File: src/rtl/core/y86_pkg.sv
// ----------------------------------------------------------------------------
// y86_pkg - shared definitions for the Y86-64 execute stage
// Instruction, function, status and register codes, plus the flag type.
// ----------------------------------------------------------------------------
package y86_pkg;

	localparam int WORD_W = 64;

	// Instruction codes (icode).
	localparam logic [3:0] I_HALT   = 4'd0;
	localparam logic [3:0] I_NOP    = 4'd1;
	localparam logic [3:0] I_RRMOVQ = 4'd2;
	localparam logic [3:0] I_IRMOVQ = 4'd3;
	localparam logic [3:0] I_RMMOVQ = 4'd4;
	localparam logic [3:0] I_MRMOVQ = 4'd5;
	localparam logic [3:0] I_OPQ    = 4'd6;
	localparam logic [3:0] I_JXX    = 4'd7;
	localparam logic [3:0] I_CALL   = 4'd8;
	localparam logic [3:0] I_RET    = 4'd9;
	localparam logic [3:0] I_PUSHQ  = 4'd10;
	localparam logic [3:0] I_POPQ   = 4'd11;

	// ALU function codes.
	localparam logic [3:0] ALU_ADD = 4'd0;
	localparam logic [3:0] ALU_SUB = 4'd1;
	localparam logic [3:0] ALU_AND = 4'd2;
	localparam logic [3:0] ALU_XOR = 4'd3;

	// Condition codes for jXX and cmovXX.
	localparam logic [3:0] C_ALWAYS = 4'd0;
	localparam logic [3:0] C_LE     = 4'd1;
	localparam logic [3:0] C_L      = 4'd2;
	localparam logic [3:0] C_E      = 4'd3;
	localparam logic [3:0] C_NE     = 4'd4;
	localparam logic [3:0] C_GE     = 4'd5;
	localparam logic [3:0] C_G      = 4'd6;

	localparam logic [1:0] STAT_OK  = 2'd0;
	localparam logic [3:0] REG_NONE = 4'd15;

	localparam logic [WORD_W-1:0] STACK_DEC = WORD_W'(-8);
	localparam logic [WORD_W-1:0] STACK_INC = WORD_W'(8);

	// Condition flags, laid out as bit 2 OF, bit 1 SF, bit 0 ZF.
	typedef struct packed {
		logic of;
		logic sf;
		logic zf;
	} flags_t;

	localparam flags_t FLAGS_CLEAR = '{of: 1'b0, sf: 1'b0, zf: 1'b0};

endpackage

File: src/rtl/core/y86_alu.sv
// ----------------------------------------------------------------------------
// y86_alu - operand selection and ALU
// Picks the A and B operands from the icode, runs the ALU and forms new flags.
// ----------------------------------------------------------------------------
module y86_alu import y86_pkg::*; (
	input  logic [3:0]        cmd,
	input  logic [3:0]        func,
	input  logic [WORD_W-1:0] val_a,
	input  logic [WORD_W-1:0] val_b,
	input  logic [WORD_W-1:0] val_c,
	output logic [WORD_W-1:0] result,
	output flags_t            flags_new
);

	logic [WORD_W-1:0] op_a;
	logic [WORD_W-1:0] op_b;
	logic [3:0]        alu_fn;
	logic              sa;
	logic              sb;
	logic              sr;

	always_comb begin
		case (cmd) inside
			I_RRMOVQ, I_OPQ:            op_a = val_a;
			I_IRMOVQ, I_RMMOVQ, I_MRMOVQ: op_a = val_c;
			I_CALL, I_PUSHQ:            op_a = STACK_DEC;
			I_RET, I_POPQ:              op_a = STACK_INC;
			default:                    op_a = '0;
		endcase
		case (cmd) inside
			I_RMMOVQ, I_MRMOVQ, I_OPQ, I_CALL, I_RET, I_PUSHQ, I_POPQ: op_b = val_b;
			default: op_b = '0;
		endcase
	end

	assign alu_fn = (cmd == I_OPQ) ? func : ALU_ADD;

	always_comb begin
		case (alu_fn)
			ALU_ADD: result = op_a + op_b;
			ALU_SUB: result = op_b - op_a;
			ALU_AND: result = op_a & op_b;
			ALU_XOR: result = op_a ^ op_b;
			default: result = '0;
		endcase
	end

	assign sa = op_a[WORD_W-1];
	assign sb = op_b[WORD_W-1];
	assign sr = result[WORD_W-1];

	// Overflow is only defined for add and subtract; logic ops clear it.
	always_comb begin
		flags_new.zf = (result == '0);
		flags_new.sf = sr;
		case (alu_fn)
			ALU_ADD: flags_new.of = (sa == sb) && (sr != sa);
			ALU_SUB: flags_new.of = (sa != sb) && (sr != sb);
			default: flags_new.of = 1'b0;
		endcase
	end

endmodule

File: src/rtl/core/y86_cond.sv
// ----------------------------------------------------------------------------
// y86_cond - branch and conditional-move condition
// Evaluates the condition from the stored flags and cancels an untaken cmove.
// ----------------------------------------------------------------------------
module y86_cond import y86_pkg::*; (
	input  logic [3:0] cmd,
	input  logic [3:0] func,
	input  flags_t     flags,
	input  logic [3:0] dest_e,
	output logic       cond_true,
	output logic [3:0] dest_e_fwd
);

	logic lt;
	logic hit;

	assign lt = flags.sf ^ flags.of;

	always_comb begin
		case (func)
			C_ALWAYS: hit = 1'b1;
			C_LE:     hit = lt | flags.zf;
			C_L:      hit = lt;
			C_E:      hit = flags.zf;
			C_NE:     hit = ~flags.zf;
			C_GE:     hit = ~lt;
			C_G:      hit = ~lt & ~flags.zf;
			default:  hit = 1'b0;
		endcase
	end

	assign cond_true  = hit && ((cmd == I_RRMOVQ) || (cmd == I_JXX));
	assign dest_e_fwd = ((cmd == I_RRMOVQ) && !cond_true) ? REG_NONE : dest_e;

endmodule

File: src/rtl/core/y86_execute_stage.sv
// ----------------------------------------------------------------------------
// y86_execute_stage - Y86-64 pipeline execute stage
// Input register, ALU and condition logic, output register and flag register.
// ----------------------------------------------------------------------------
// Every transaction passes through the input register and then the output
// register, and a new transaction can be taken in every cycle while in_stall
// is low, so the sustained rate is one per clock. The clock period is bounded
// by the single combinational pass from the input register through the 64-bit
// ALU and the condition logic into the output register. The condition flags
// are written as a transaction leaves the input register, so each jump or
// cmove sees the flags left by every earlier OPq that did not fault, in order.
// in_stall is raised only when the input register is full and its contents
// cannot move on because the output register holds a result that is stalled.
module y86_execute_stage import y86_pkg::*; (
	input  logic              clk,
	input  logic              arst_n,
	input  logic              in_valid,
	output logic              in_stall,
	input  logic [1:0]        in_status,
	input  logic [3:0]        cmd,
	input  logic [3:0]        func,
	input  logic [WORD_W-1:0] val_c,
	input  logic [WORD_W-1:0] val_a,
	input  logic [WORD_W-1:0] val_b,
	input  logic [3:0]        dest_e,
	input  logic [3:0]        dest_m,
	input  logic [1:0]        mem_status,
	input  logic [1:0]        wb_status,
	output logic              out_valid,
	input  logic              out_stall,
	output logic [1:0]        out_status,
	output logic [3:0]        out_cmd,
	output logic              cond_true,
	output logic [WORD_W-1:0] alu_result,
	output logic [WORD_W-1:0] pass_val_a,
	output logic [3:0]        out_dest_e,
	output logic [3:0]        out_dest_m,
	output logic              bubble_mem
);

	// Input register.
	logic              valid_s1;
	logic [1:0]        status_s1;
	logic [3:0]        cmd_s1;
	logic [3:0]        func_s1;
	logic [WORD_W-1:0] val_c_s1;
	logic [WORD_W-1:0] val_a_s1;
	logic [WORD_W-1:0] val_b_s1;
	logic [3:0]        dest_e_s1;
	logic [3:0]        dest_m_s1;
	logic              fault_s1;

	// Output register.
	logic              valid_s2;
	logic [1:0]        status_s2;
	logic [3:0]        cmd_s2;
	logic              cond_s2;
	logic [WORD_W-1:0] result_s2;
	logic [WORD_W-1:0] val_a_s2;
	logic [3:0]        dest_e_s2;
	logic [3:0]        dest_m_s2;
	logic              bubble_s2;

	flags_t            flags_q;
	flags_t            flags_new;
	logic [WORD_W-1:0] result;
	logic              cond_hit;
	logic [3:0]        dest_e_fwd;
	logic              take_in;
	logic              adv_s1;

	// The input register moves on whenever the output register is empty or
	// its result is being taken in this cycle.
	assign adv_s1   = valid_s1 && (!valid_s2 || !out_stall);
	assign in_stall = valid_s1 && !adv_s1;
	assign take_in  = in_valid && !in_stall;

	always_ff @(posedge clk or negedge arst_n) begin
		if (!arst_n) begin
			valid_s1 <= 1'b0;
		end else if (take_in) begin
			valid_s1 <= 1'b1;
		end else if (adv_s1) begin
			valid_s1 <= 1'b0;
		end
	end

	// A fault in either later stage is folded into one bit at capture; it
	// both blocks the flag update and requests the memory-stage bubble.
	always_ff @(posedge clk) begin
		if (take_in) begin
			status_s1 <= in_status;
			cmd_s1    <= cmd;
			func_s1   <= func;
			val_c_s1  <= val_c;
			val_a_s1  <= val_a;
			val_b_s1  <= val_b;
			dest_e_s1 <= dest_e;
			dest_m_s1 <= dest_m;
			fault_s1  <= (mem_status != STAT_OK) || (wb_status != STAT_OK);
		end
	end

	y86_alu u_alu (
		.cmd       (cmd_s1),
		.func      (func_s1),
		.val_a     (val_a_s1),
		.val_b     (val_b_s1),
		.val_c     (val_c_s1),
		.result    (result),
		.flags_new (flags_new)
	);

	// Conditions use the flags as they stand before this transaction; an OPq
	// never evaluates a condition, so its own update need not be bypassed.
	y86_cond u_cond (
		.cmd        (cmd_s1),
		.func       (func_s1),
		.flags      (flags_q),
		.dest_e     (dest_e_s1),
		.cond_true  (cond_hit),
		.dest_e_fwd (dest_e_fwd)
	);

	always_ff @(posedge clk or negedge arst_n) begin
		if (!arst_n) begin
			flags_q <= FLAGS_CLEAR;
		end else if (adv_s1 && (cmd_s1 == I_OPQ) && !fault_s1) begin
			flags_q <= flags_new;
		end
	end

	always_ff @(posedge clk or negedge arst_n) begin
		if (!arst_n) begin
			valid_s2 <= 1'b0;
		end else if (adv_s1) begin
			valid_s2 <= 1'b1;
		end else if (!out_stall) begin
			valid_s2 <= 1'b0;
		end
	end

	always_ff @(posedge clk) begin
		if (adv_s1) begin
			status_s2 <= status_s1;
			cmd_s2    <= cmd_s1;
			cond_s2   <= cond_hit;
			result_s2 <= result;
			val_a_s2  <= val_a_s1;
			dest_e_s2 <= dest_e_fwd;
			dest_m_s2 <= dest_m_s1;
			bubble_s2 <= fault_s1;
		end
	end

	assign out_valid  = valid_s2;
	assign out_status = status_s2;
	assign out_cmd    = cmd_s2;
	assign cond_true  = cond_s2;
	assign alu_result = result_s2;
	assign pass_val_a = val_a_s2;
	assign out_dest_e = dest_e_s2;
	assign out_dest_m = dest_m_s2;
	assign bubble_mem = bubble_s2;

endmodule

File: config.mk
export PLATFORM = sky130hd
export DESIGN_NAME = y86_execute_stage
export DESIGN_NICKNAME = d
export VERILOG_FILES = /design/src/rtl/core/y86_pkg.sv /design/src/rtl/core/y86_alu.sv /design/src/rtl/core/y86_cond.sv /design/src/rtl/core/y86_execute_stage.sv
export SDC_FILE = /design/constraint.sdc
export NUM_CORES = 1
export LEC_CHECK = 0
export BUFFER_PORTS_ARGS = -buffer_cell sky130_fd_sc_hd__buf_2
export CORE_UTILIZATION = 58
export DETAILED_ROUTE_END_ITERATION = 8
export PLACE_DENSITY = 0.83
export SETUP_SLACK_MARGIN = 0.3
export SLEW_MARGIN = 20
export SYNTH_ARGS = -nofsm -noshare
export SYNTH_HDL_FRONTEND = slang
export SYNTH_SLANG_ARGS = --single-unit
export TNS_END_PERCENT = 10
File: constraint.sdc
create_clock -name clk -period 8.89 [get_ports clk]
set_input_delay 1.778 -clock clk [delete_from_list [all_inputs] [get_ports clk]]
set_output_delay 1.778 -clock clk [all_outputs]
set_load 0.03 [all_outputs]
==> impl_metrics.prom, run 1 <==
# TYPE chip_impl_metric gauge
chip_impl_info{name="min_path_type",value="register to register"} 1
chip_impl_metric{name="fillCellCount",unit=""} 2730
chip_impl_info{name="path_class",value="register to register"} 1
chip_impl_metric{name="synth_fp_nets",unit=""} 2390
chip_impl_metric{name="floorplan.core_area",unit="sq um"} 36900
chip_impl_metric{name="worst_path_largest_cell_delay",unit="ns"} 0.68
chip_impl_metric{name="num_rows",unit=""} 70
chip_impl_metric{name="finalWirelength",unit="mm"} 72.9
chip_impl_metric{name="synth_cell_types",unit=""} 85
chip_impl_metric{name="drv_slew",unit=""} 0
chip_impl_metric{name="path_max_fanout",unit=""} 84
chip_impl_metric{name="number_of_violations_of_the_max_capacitance_limit",unit=""} 0
chip_impl_metric{name="layout_worst_path_cycle_share",unit="%"} 91.3
chip_impl_metric{name="period_minus_slack",unit="ns"} 8.12
chip_impl_info{name="whs_endpoint",value="out_dest_m[0]$_DFFE_PP_"} 1
chip_impl_info{name="grt_setup_unrepaired",value="no"} 1
chip_impl_metric{name="area.sequential",unit="sq um"} 10800
chip_impl_metric{name="p_leak",unit="nW"} 10.4
chip_impl_metric{name="async_reset_ff_share",unit="%"} 1.39
chip_impl_metric{name="yosys_register_bits",unit=""} 360
chip_impl_metric{name="gp_congestion",unit=""} 1.04
chip_impl_metric{name="reg2reg_slack",unit="ns"} 0.77
chip_impl_metric{name="cts-hold-fix-buffers",unit=""} 0
chip_impl_metric{name="timing.critical_path.arrival",unit="ns"} 8.59
chip_impl_info{name="status",value="completed"} 1
chip_impl_metric{name="route.vias.total",unit=""} 18600
chip_impl_metric{name="drt_first_pass_iters",unit=""} 6
chip_impl_metric{name="placed_cell_area",unit="sq um"} 24200
chip_impl_info{name="root_buffer",value="clkbuf_16"} 1
chip_impl_metric{name="max-slew-margin-rel",unit="%"} 18.2
chip_impl_metric{name="multi_input_gate_area_in_the_final_layout",unit="sq um"} 10400
chip_impl_metric{name="grt_start_max_net_pins",unit=""} 181
chip_impl_info{name="critPathLaunchType",value="register"} 1
chip_impl_metric{name="wl_per_cell",unit="um"} 25.2
chip_impl_metric{name="layout-area-overhead-vs-synth",unit="%"} 16.3
chip_impl_metric{name="die_width",unit="um"} 196
chip_impl_metric{name="yosysWarnings",unit=""} 0
chip_impl_metric{name="synthesis.area",unit="sq um"} 21900
chip_impl_metric{name="final_hold_viol_count",unit=""} 0
chip_impl_metric{name="dieHeight",unit="um"} 196
chip_impl_metric{name="route.antenna.remaining_nets",unit=""} 0
chip_impl_metric{name="fin_setup_tns",unit="ns"} 0
chip_impl_info{name="end_kind",value="register"} 1
chip_impl_metric{name="netlist_instances",unit=""} 2051
chip_impl_metric{name="path_clk_slew",unit="ns"} 0.07
chip_impl_metric{name="grt_pass1_wl",unit="mm"} 108
chip_impl_metric{name="design_area",unit="sq um"} 25500
chip_impl_metric{name="final_report_setup_violation_count",unit=""} 0
chip_impl_info{name="cts_tree",value="done"} 1
chip_impl_metric{name="syn-mean-instance-area",unit="sq um"} 10.7
chip_impl_metric{name="initial_utilization",unit="%"} 59.5
chip_impl_info{name="commonest_register_cell_after_synthesis",value="edfxtp_1"} 1
chip_impl_metric{name="drive_above_1_share",unit="%"} 22.4
chip_impl_metric{name="post_drt_via_cell_ratio",unit=""} 6.43
chip_impl_metric{name="number_of_enable_flip_flop_cells_after_synthesis",unit=""} 355
chip_impl_metric{name="clock_sink_count",unit=""} 360
chip_impl_metric{name="io_pins",unit=""} 364
chip_impl_info{name="critical-path-slowest-cell",value="or4b_2"} 1
chip_impl_metric{name="grt_antenna_before_repair",unit=""} 4
chip_impl_metric{name="port_buffers",unit=""} 363
chip_impl_info{name="crit-reg2reg-launch",value="cmd_s1[0]$_DFFE_PP_"} 1
chip_impl_metric{name="hpwlAfterDp",unit="mm"} 55.8
chip_impl_info{name="critical_path.reg2reg.endpoint",value="flags_q[0]$_DFFE_PN0P_"} 1
chip_impl_metric{name="tightestPinTransition",unit="ns"} 1.23
chip_impl_metric{name="pd_cells",unit="nW/um^2"} 199
chip_impl_metric{name="globalRoute.totalOverflow",unit=""} 0
chip_impl_info{name="cp-startpoint",value="cmd_s1[0]$_DFFE_PP_"} 1
chip_impl_metric{name="cts_inserted_buffers",unit=""} 37
chip_impl_metric{name="drt-initial-drc-count",unit=""} 2085
chip_impl_metric{name="clock_skew",unit="ns"} 0.0140
chip_impl_info{name="hp-start",value="dest_m_s1[0]$_DFFE_PP_"} 1
chip_impl_metric{name="groute.usage.overall",unit="%"} 37.4
chip_impl_metric{name="worstHoldPathCells",unit=""} 0
chip_impl_metric{name="h-tree-depth",unit=""} 2
chip_impl_metric{name="design.final.nets",unit=""} 2697
chip_impl_metric{name="required_time_at_the_endpoint_of_the_critical_path",unit="ns"} 9.36
chip_impl_metric{name="ff2ff_path_depth",unit=""} 26
chip_impl_metric{name="worst_skew_pair_later_pin_latency",unit="ns"} 0.56
chip_impl_metric{name="peakVddDrop",unit="mV"} 0.215
chip_impl_metric{name="clock.fmax",unit="GHz"} 0.123
chip_impl_metric{name="floorplan.die_area",unit="sq um"} 38600
chip_impl_metric{name="vias_in_the_first_global_route",unit=""} 17900
chip_impl_metric{name="cts_buffer_depth",unit=""} 3
chip_impl_metric{name="drcViolationCount",unit=""} 0
chip_impl_metric{name="yosysSeqAreaShare",unit="%"} 49.2
==> cell usage after synthesis, types with 15 or more instances <==
master      n  area (sq um)
edfxtp_1  355         10700
a21oi_1   174           871
nand2_1   123           462
ha_1      120          1500
nor2_1    118           443
clkbuf_1   96           360
o21ai_0    75           375
xnor2_1    71           622
and2_1     70           438
nand2b_1   64           400
inv_1      62           233
mux2i_1    55           551
nand3b_1   51           383
a311oi_1   46           403
nand4_1    44           275
nor3_1     43           215
xor2_1     38           333
nand3_1    34           170
a21o_1     29           218
or2_2      28           175
o22ai_1    24           150
buf_2      22           110
a221oi_1   20           175
buf_1      20          75.1
o32a_1     15           150
or3_1      15          93.8
==> timing repair <==
| item | 4_1_cts | 5_1_grt |
|---|---|---|
| setup endpoints to repair | 0 | 1 |
| resized for setup | 0 | 1 |
| setup buffers | 0 | 1 |
==> area by class of cell <==
cell class,count,area share [%]
flip-flops and latches,360,42.3
multi-input cells,1490,40.8
repair buffers,406,8.54
clock buffers,46,4.04
well taps,504,2.47
inverters,63,0.947
clock inverters,21,0.873
diodes,3,0.0294
==> worst max path at each step <==
stage	endpoint	slack, ns	depth (start not counted)
6_report	flags_q[0]$_DFFE_PN0P_	0.77	26
5_1_grt	flags_q[0]$_DFFE_PN0P_	0.33	23
4_1_cts	flags_q[0]$_DFFE_PN0P_	0.71	26
3_5_place_dp	flags_q[0]$_DFFE_PN0P_	0.75	26
3_3_place_gp	flags_q[0]$_DFFE_PN0P_	1.04	26
2_1_floorplan	flags_q[0]$_DFFE_PN0P_	1.30	25
==> report_power, final <==
part | total, mW | leakage [nW] | switching [mW] | internal (mW)
registers | 2.13 | 3.47 | 0.0658 | 2.06
clock network | 1.60 | 0.617 | 0.673 | 0.923
logic | 1.35 | 6.34 | 0.904 | 0.449
==> logic make-up after synthesis <==
kind of cell,count (synthesis),share of synthesized area (%)
buffers and inverters,201,3.56
xor gates and xnor gates,109,4.35
adders and majority gates,122,6.98
and+or+nand+nor,669,16.8
AOI/OAI and AO/OA,525,16.1
DFF,360,49.2
muxes,65,3.02
==> stage by stage <==
step / worst slack (ns) / utilization (%) / power [mW] / instances / hold slack, ns
6_report: 0.771 / 69.2 / 5.07 / 2893 / 0.426
5_1_grt: 0.329 / 69.2 / 5.24 / 2892 / 0.440
4_1_cts: 0.712 / 69.1 / 5.06 / 2889 / 0.426
3_5_place_dp: 0.751 / 65.7 / 3.47 / 2822 / 0.406
3_3_place_gp: 1.04 / 65.7 / 3.45 / 2822 / 0.401
2_1_floorplan: 1.30 / - / 3.04 / 2051 / 0.400
==> worst max-delay path: cells and delay by family, from the launching register on <==
family	cells	cell delay, ns
fa+ha+maj	1	0.40
simple gates	15	4.91
compound gates	8	1.58
flops	1	0.65
buf+inv	1	0.35
xor+xnor	1	0.10
==> layer usage <==
layer	vias to the layer above	global-route usage, %	share of wire, %
met3	206	7.41	9.9
li1	8417	-	-
met5	-	0	0.015
met2	1103	59.1	45
met1	8887	50.3	40
met4	2	16.1	4.4
==> sequential cells by signal, indices dropped and copies added, names as in the netlist <==
name	flops
fault_s1	1
out_valid	1
alu_result	64
val_c_s1	64
pass_val_a	64
status_s1	2
cmd_s1	4
out_cmd	4
out_dest_e	4
flags_q	3
bubble_mem	1
dest_m_s1	4
valid_s1	1
val_a_s1	64
val_b_s1	64
out_dest_m	4
out_status	2
cond_true	1
dest_e_s1	4
func_s1	4
==> placed cells by master, fill, tap and decap left out, types with 46 or more instances in the layout <==
| master | netlist | layout |
|---|---|---|
| nand2_1 | 123 | 123 |
| and2_1 | 70 | 69 |
| inv_1 | 62 | 61 |
| a21oi_1 | 174 | 174 |
| buf_2 | 22 | 363 |
| o21ai_0 | 75 | 75 |
| mux2i_1 | 55 | 55 |
| nor2_1 | 118 | 116 |
| nand3b_1 | 51 | 51 |
| ha_1 | 120 | 120 |
| edfxtp_1 | 355 | 355 |
| a311oi_1 | 46 | 46 |
| nand2b_1 | 64 | 64 |
| xnor2_1 | 71 | 71 |
(Power assumes the default switching activity.)
==> run 2: changes to the inputs <==
--- a/config.mk
+++ b/config.mk
@@ -6,9 +6,9 @@
 export NUM_CORES = 1
 export LEC_CHECK = 0
 export BUFFER_PORTS_ARGS = -buffer_cell sky130_fd_sc_hd__buf_2
-export CORE_UTILIZATION = 58
+export CORE_UTILIZATION = 45
 export DETAILED_ROUTE_END_ITERATION = 8
-export PLACE_DENSITY = 0.83
+export PLACE_DENSITY = 0.67
 export SETUP_SLACK_MARGIN = 0.3
 export SLEW_MARGIN = 20
 export SYNTH_ARGS = -nofsm -noshare
==> run 2 against run 1 <==
Against the previous run: die area grew 29%; combinational power is essentially flat; clock-buffer cell count grew 5; total power shrank 1.2%; flip-flop and latch count is the same; sequential share of layout area shrank 0.13 points; global-route usage shrank 8.6 points; register-to-register slack gained 0.07 ns; via count shrank 2.6%; critical path depth shrank 2; critical path type unchanged; critical endpoint unchanged; largest power group unchanged.
==> impl_metrics.prom, run 2 (synthesized netlist as in run 1, its figures left out) <==
# TYPE chip_impl_metric gauge
chip_impl_info{name="cp_common_cell",value="or4_1"} 1
chip_impl_info{name="grt_setup_unrepaired",value="no"} 1
chip_impl_metric{name="ff2ff_path_depth",unit=""} 24
chip_impl_info{name="root_buffer",value="clkbuf_16"} 1
chip_impl_metric{name="clock.fmax",unit="GHz"} 0.124
chip_impl_metric{name="path_max_fanout",unit=""} 21
chip_impl_metric{name="final_util",unit="%"} 53.4
chip_impl_info{name="status",value="completed"} 1
chip_impl_metric{name="peakVddDrop",unit="mV"} 0.204
chip_impl_metric{name="worst_skew_pair_later_pin_latency",unit="ns"} 0.57
chip_impl_metric{name="drcViolationCount",unit=""} 0
chip_impl_info{name="cts_tree",value="done"} 1
chip_impl_metric{name="gp_congestion",unit=""} 0.940
chip_impl_metric{name="h-tree-depth",unit=""} 2
chip_impl_info{name="critPathLaunchType",value="register"} 1
chip_impl_metric{name="max-slew-margin-rel",unit="%"} 22.9
chip_impl_metric{name="io_pins",unit=""} 364
chip_impl_metric{name="internal-power",unit="mW"} 3.39
chip_impl_info{name="layout_common_cells",value="buf_2, edfxtp_1, a21oi_1"} 1
chip_impl_metric{name="path_clk_slew",unit="ns"} 0.06
chip_impl_metric{name="required_time_at_the_endpoint_of_the_critical_path",unit="ns"} 9.38
chip_impl_metric{name="cts-hold-fix-buffers",unit=""} 0
chip_impl_metric{name="final_hold_viol_count",unit=""} 0
chip_impl_metric{name="globalRoute.totalOverflow",unit=""} 0
chip_impl_metric{name="pd_cells",unit="nW/um^2"} 196
chip_impl_metric{name="hpwlAfterDp",unit="mm"} 56.6
chip_impl_metric{name="seqPwrFrac",unit="%"} 42.3
chip_impl_metric{name="switching_share",unit="%"} 32.3
chip_impl_info{name="min_path_type",value="register to register"} 1
chip_impl_metric{name="placed_cell_area",unit="sq um"} 24300
chip_impl_metric{name="cts_inserted_buffers",unit=""} 38
chip_impl_metric{name="area.sequential",unit="sq um"} 10800
chip_impl_metric{name="power.clock.fraction",unit="%"} 30.8
chip_impl_metric{name="p_leak",unit="nW"} 10.4
chip_impl_metric{name="comb_power_share",unit="%"} 26.9
chip_impl_metric{name="timing.critical_path.arrival",unit="ns"} 8.53
chip_impl_metric{name="tightestPinTransition",unit="ns"} 1.13
chip_impl_metric{name="num_rows",unit=""} 80
chip_impl_metric{name="port_buffers",unit=""} 363
chip_impl_metric{name="post_drt_via_cell_ratio",unit=""} 6.05
chip_impl_info{name="most_common_cell_after_layout_fill_and_taps_aside",value="buf_2"} 1
chip_impl_metric{name="finalWirelength",unit="mm"} 73.0
chip_impl_metric{name="grt_start_max_net_pins",unit=""} 144
chip_impl_metric{name="worst_path_largest_cell_delay",unit="ns"} 0.61
chip_impl_metric{name="wl_per_cell",unit="um"} 24.4
chip_impl_metric{name="cts_buffer_depth",unit=""} 3
chip_impl_metric{name="design_area",unit="sq um"} 25600
chip_impl_info{name="critical-path-slowest-cell",value="nor4_1"} 1
chip_impl_metric{name="dieHeight",unit="um"} 223
chip_impl_metric{name="grt_pass1_wl",unit="mm"} 108
chip_impl_info{name="path_class",value="register to register"} 1
chip_impl_metric{name="switchingPower",unit="mW"} 1.62
chip_impl_metric{name="drv_slew",unit=""} 0
chip_impl_metric{name="initial_utilization",unit="%"} 45.8
chip_impl_metric{name="final_report_setup_violation_count",unit=""} 0
chip_impl_info{name="end_kind",value="register"} 1
chip_impl_metric{name="drive_above_1_share",unit="%"} 22.0
chip_impl_metric{name="preCtsSetupSlack",unit="ns"} 0.674
chip_impl_info{name="worstPathCellList",value="buf_4, nor2b_1, a22o_1, a211oi_2, nand4_1, nor4_1, nand2_1, nor2_1, nand2_1, o21ai_0, xor2_1, ha_1, a21oi_1, o21ai_0, or2_0, a31oi_2, a2111oi_4, or2_2, a221o_1, or4_1, or4_1, or3_1, or4_1, o22ai_1"} 1
chip_impl_metric{name="period_minus_slack",unit="ns"} 8.04
chip_impl_metric{name="clock_skew",unit="ns"} 0.0129
chip_impl_metric{name="layout_worst_path_cycle_share",unit="%"} 90.5
chip_impl_metric{name="floorplan.die_area",unit="sq um"} 49600
chip_impl_metric{name="worstSetupPathDepth",unit=""} 24
chip_impl_metric{name="groute.usage.overall",unit="%"} 28.8
chip_impl_metric{name="floorplan.core_area",unit="sq um"} 47900
chip_impl_metric{name="drt_first_pass_iters",unit=""} 5
chip_impl_metric{name="fin_setup_tns",unit="ns"} 0
chip_impl_metric{name="multi_input_gate_area_in_the_final_layout",unit="sq um"} 10400
chip_impl_metric{name="worstHoldPathCells",unit=""} 0
chip_impl_metric{name="route.antenna.remaining_nets",unit=""} 0
chip_impl_metric{name="die_width",unit="um"} 223
chip_impl_metric{name="clock_sink_count",unit=""} 360
chip_impl_metric{name="number_of_violations_of_the_max_capacitance_limit",unit=""} 0
chip_impl_metric{name="postLayoutSetupSlackWorst",unit="ns"} 0.845
chip_impl_metric{name="layout-area-overhead-vs-synth",unit="%"} 16.6
chip_impl_metric{name="route.vias.total",unit=""} 18100
chip_impl_metric{name="design.final.nets",unit=""} 2692
chip_impl_metric{name="design_power_total",unit="mW"} 5.01
chip_impl_metric{name="fillCellCount",unit=""} 4269
chip_impl_metric{name="drt-initial-drc-count",unit=""} 1555
chip_impl_info{name="worst_path_dominant_cell_family",value="simple AND/OR/NAND/NOR gates"} 1
chip_impl_metric{name="grt_antenna_before_repair",unit=""} 6
chip_impl_metric{name="worstPathBufferInverterCount",unit=""} 1
chip_impl_metric{name="vias_in_the_first_global_route",unit=""} 17400
## run 2: cell count changes in the layout (fill, tap and decap cells not counted), sizes merged
cell and change:
inv +1, buf -6, bufinv -1, clkbuf +5
clkinv -4, clkinvlp -2
## run 2: per-stage QoR
step	instances	hold WS [ns]
6_report	2997	0.425
3_3_place_gp	2926	0.403
5_1_grt	2997	0.437
4_1_cts	2992	0.428
3_5_place_dp	2926	0.405
2_1_floorplan	2051	0.400
## run 2: routing by layer
layer  vias up  track usage [%]  part of all wire, %
li1       8419                -                    -
met1      8778             40.3                   44
met2       773             43.9                   44
met3       148             5.87                  7.9
met4         4             10.9                  3.7
met5         -                0                0.030
## run 2: path summary, 6_finish.rpt
kind	start	endpoint	slack, ns
setup reg to reg	cmd_s1[0]$_DFFE_PP_	flags_q[0]$_DFFE_PN0P_	0.85
max in group asynchronous	arst_n	flags_q[2]$_DFFE_PN0P_	7.71
hold / removal	status_s1[1]$_DFFE_PP_	out_status[1]$_DFFE_PP_	0.43
hold reg to reg	status_s1[1]$_DFFE_PP_	out_status[1]$_DFFE_PP_	0.43
min in group asynchronous	arst_n	out_valid$_DFFE_PN0P_	1.03
setup / recovery	cmd_s1[0]$_DFFE_PP_	flags_q[0]$_DFFE_PN0P_	0.85
## run 2: cell type report
type	instances	share of cell area, %
sequential	360	42.2
inverter	63	0.944
clock buffer	51	4.07
tap	615	3.01
multi-input combinational	1490	40.8
timing repair buffer	400	8.41
antenna	3	0.0293
clock inverter	15	0.582
## run 2: power by group through the flow
stage,sequential (mW),combinational [mW],clock [mW]
after floorplan,2.31,0.734,0
after global placement,2.15,1.32,0
after detailed placement,2.15,1.32,0
after CTS,2.12,1.33,1.57
after global routing,2.13,1.44,1.63
final,2.12,1.35,1.54
## run 2: what timing repair did
item,in CTS,in global routing
setup buffers,0,2
gates resized for setup,0,8
setup endpoints to repair,0,1
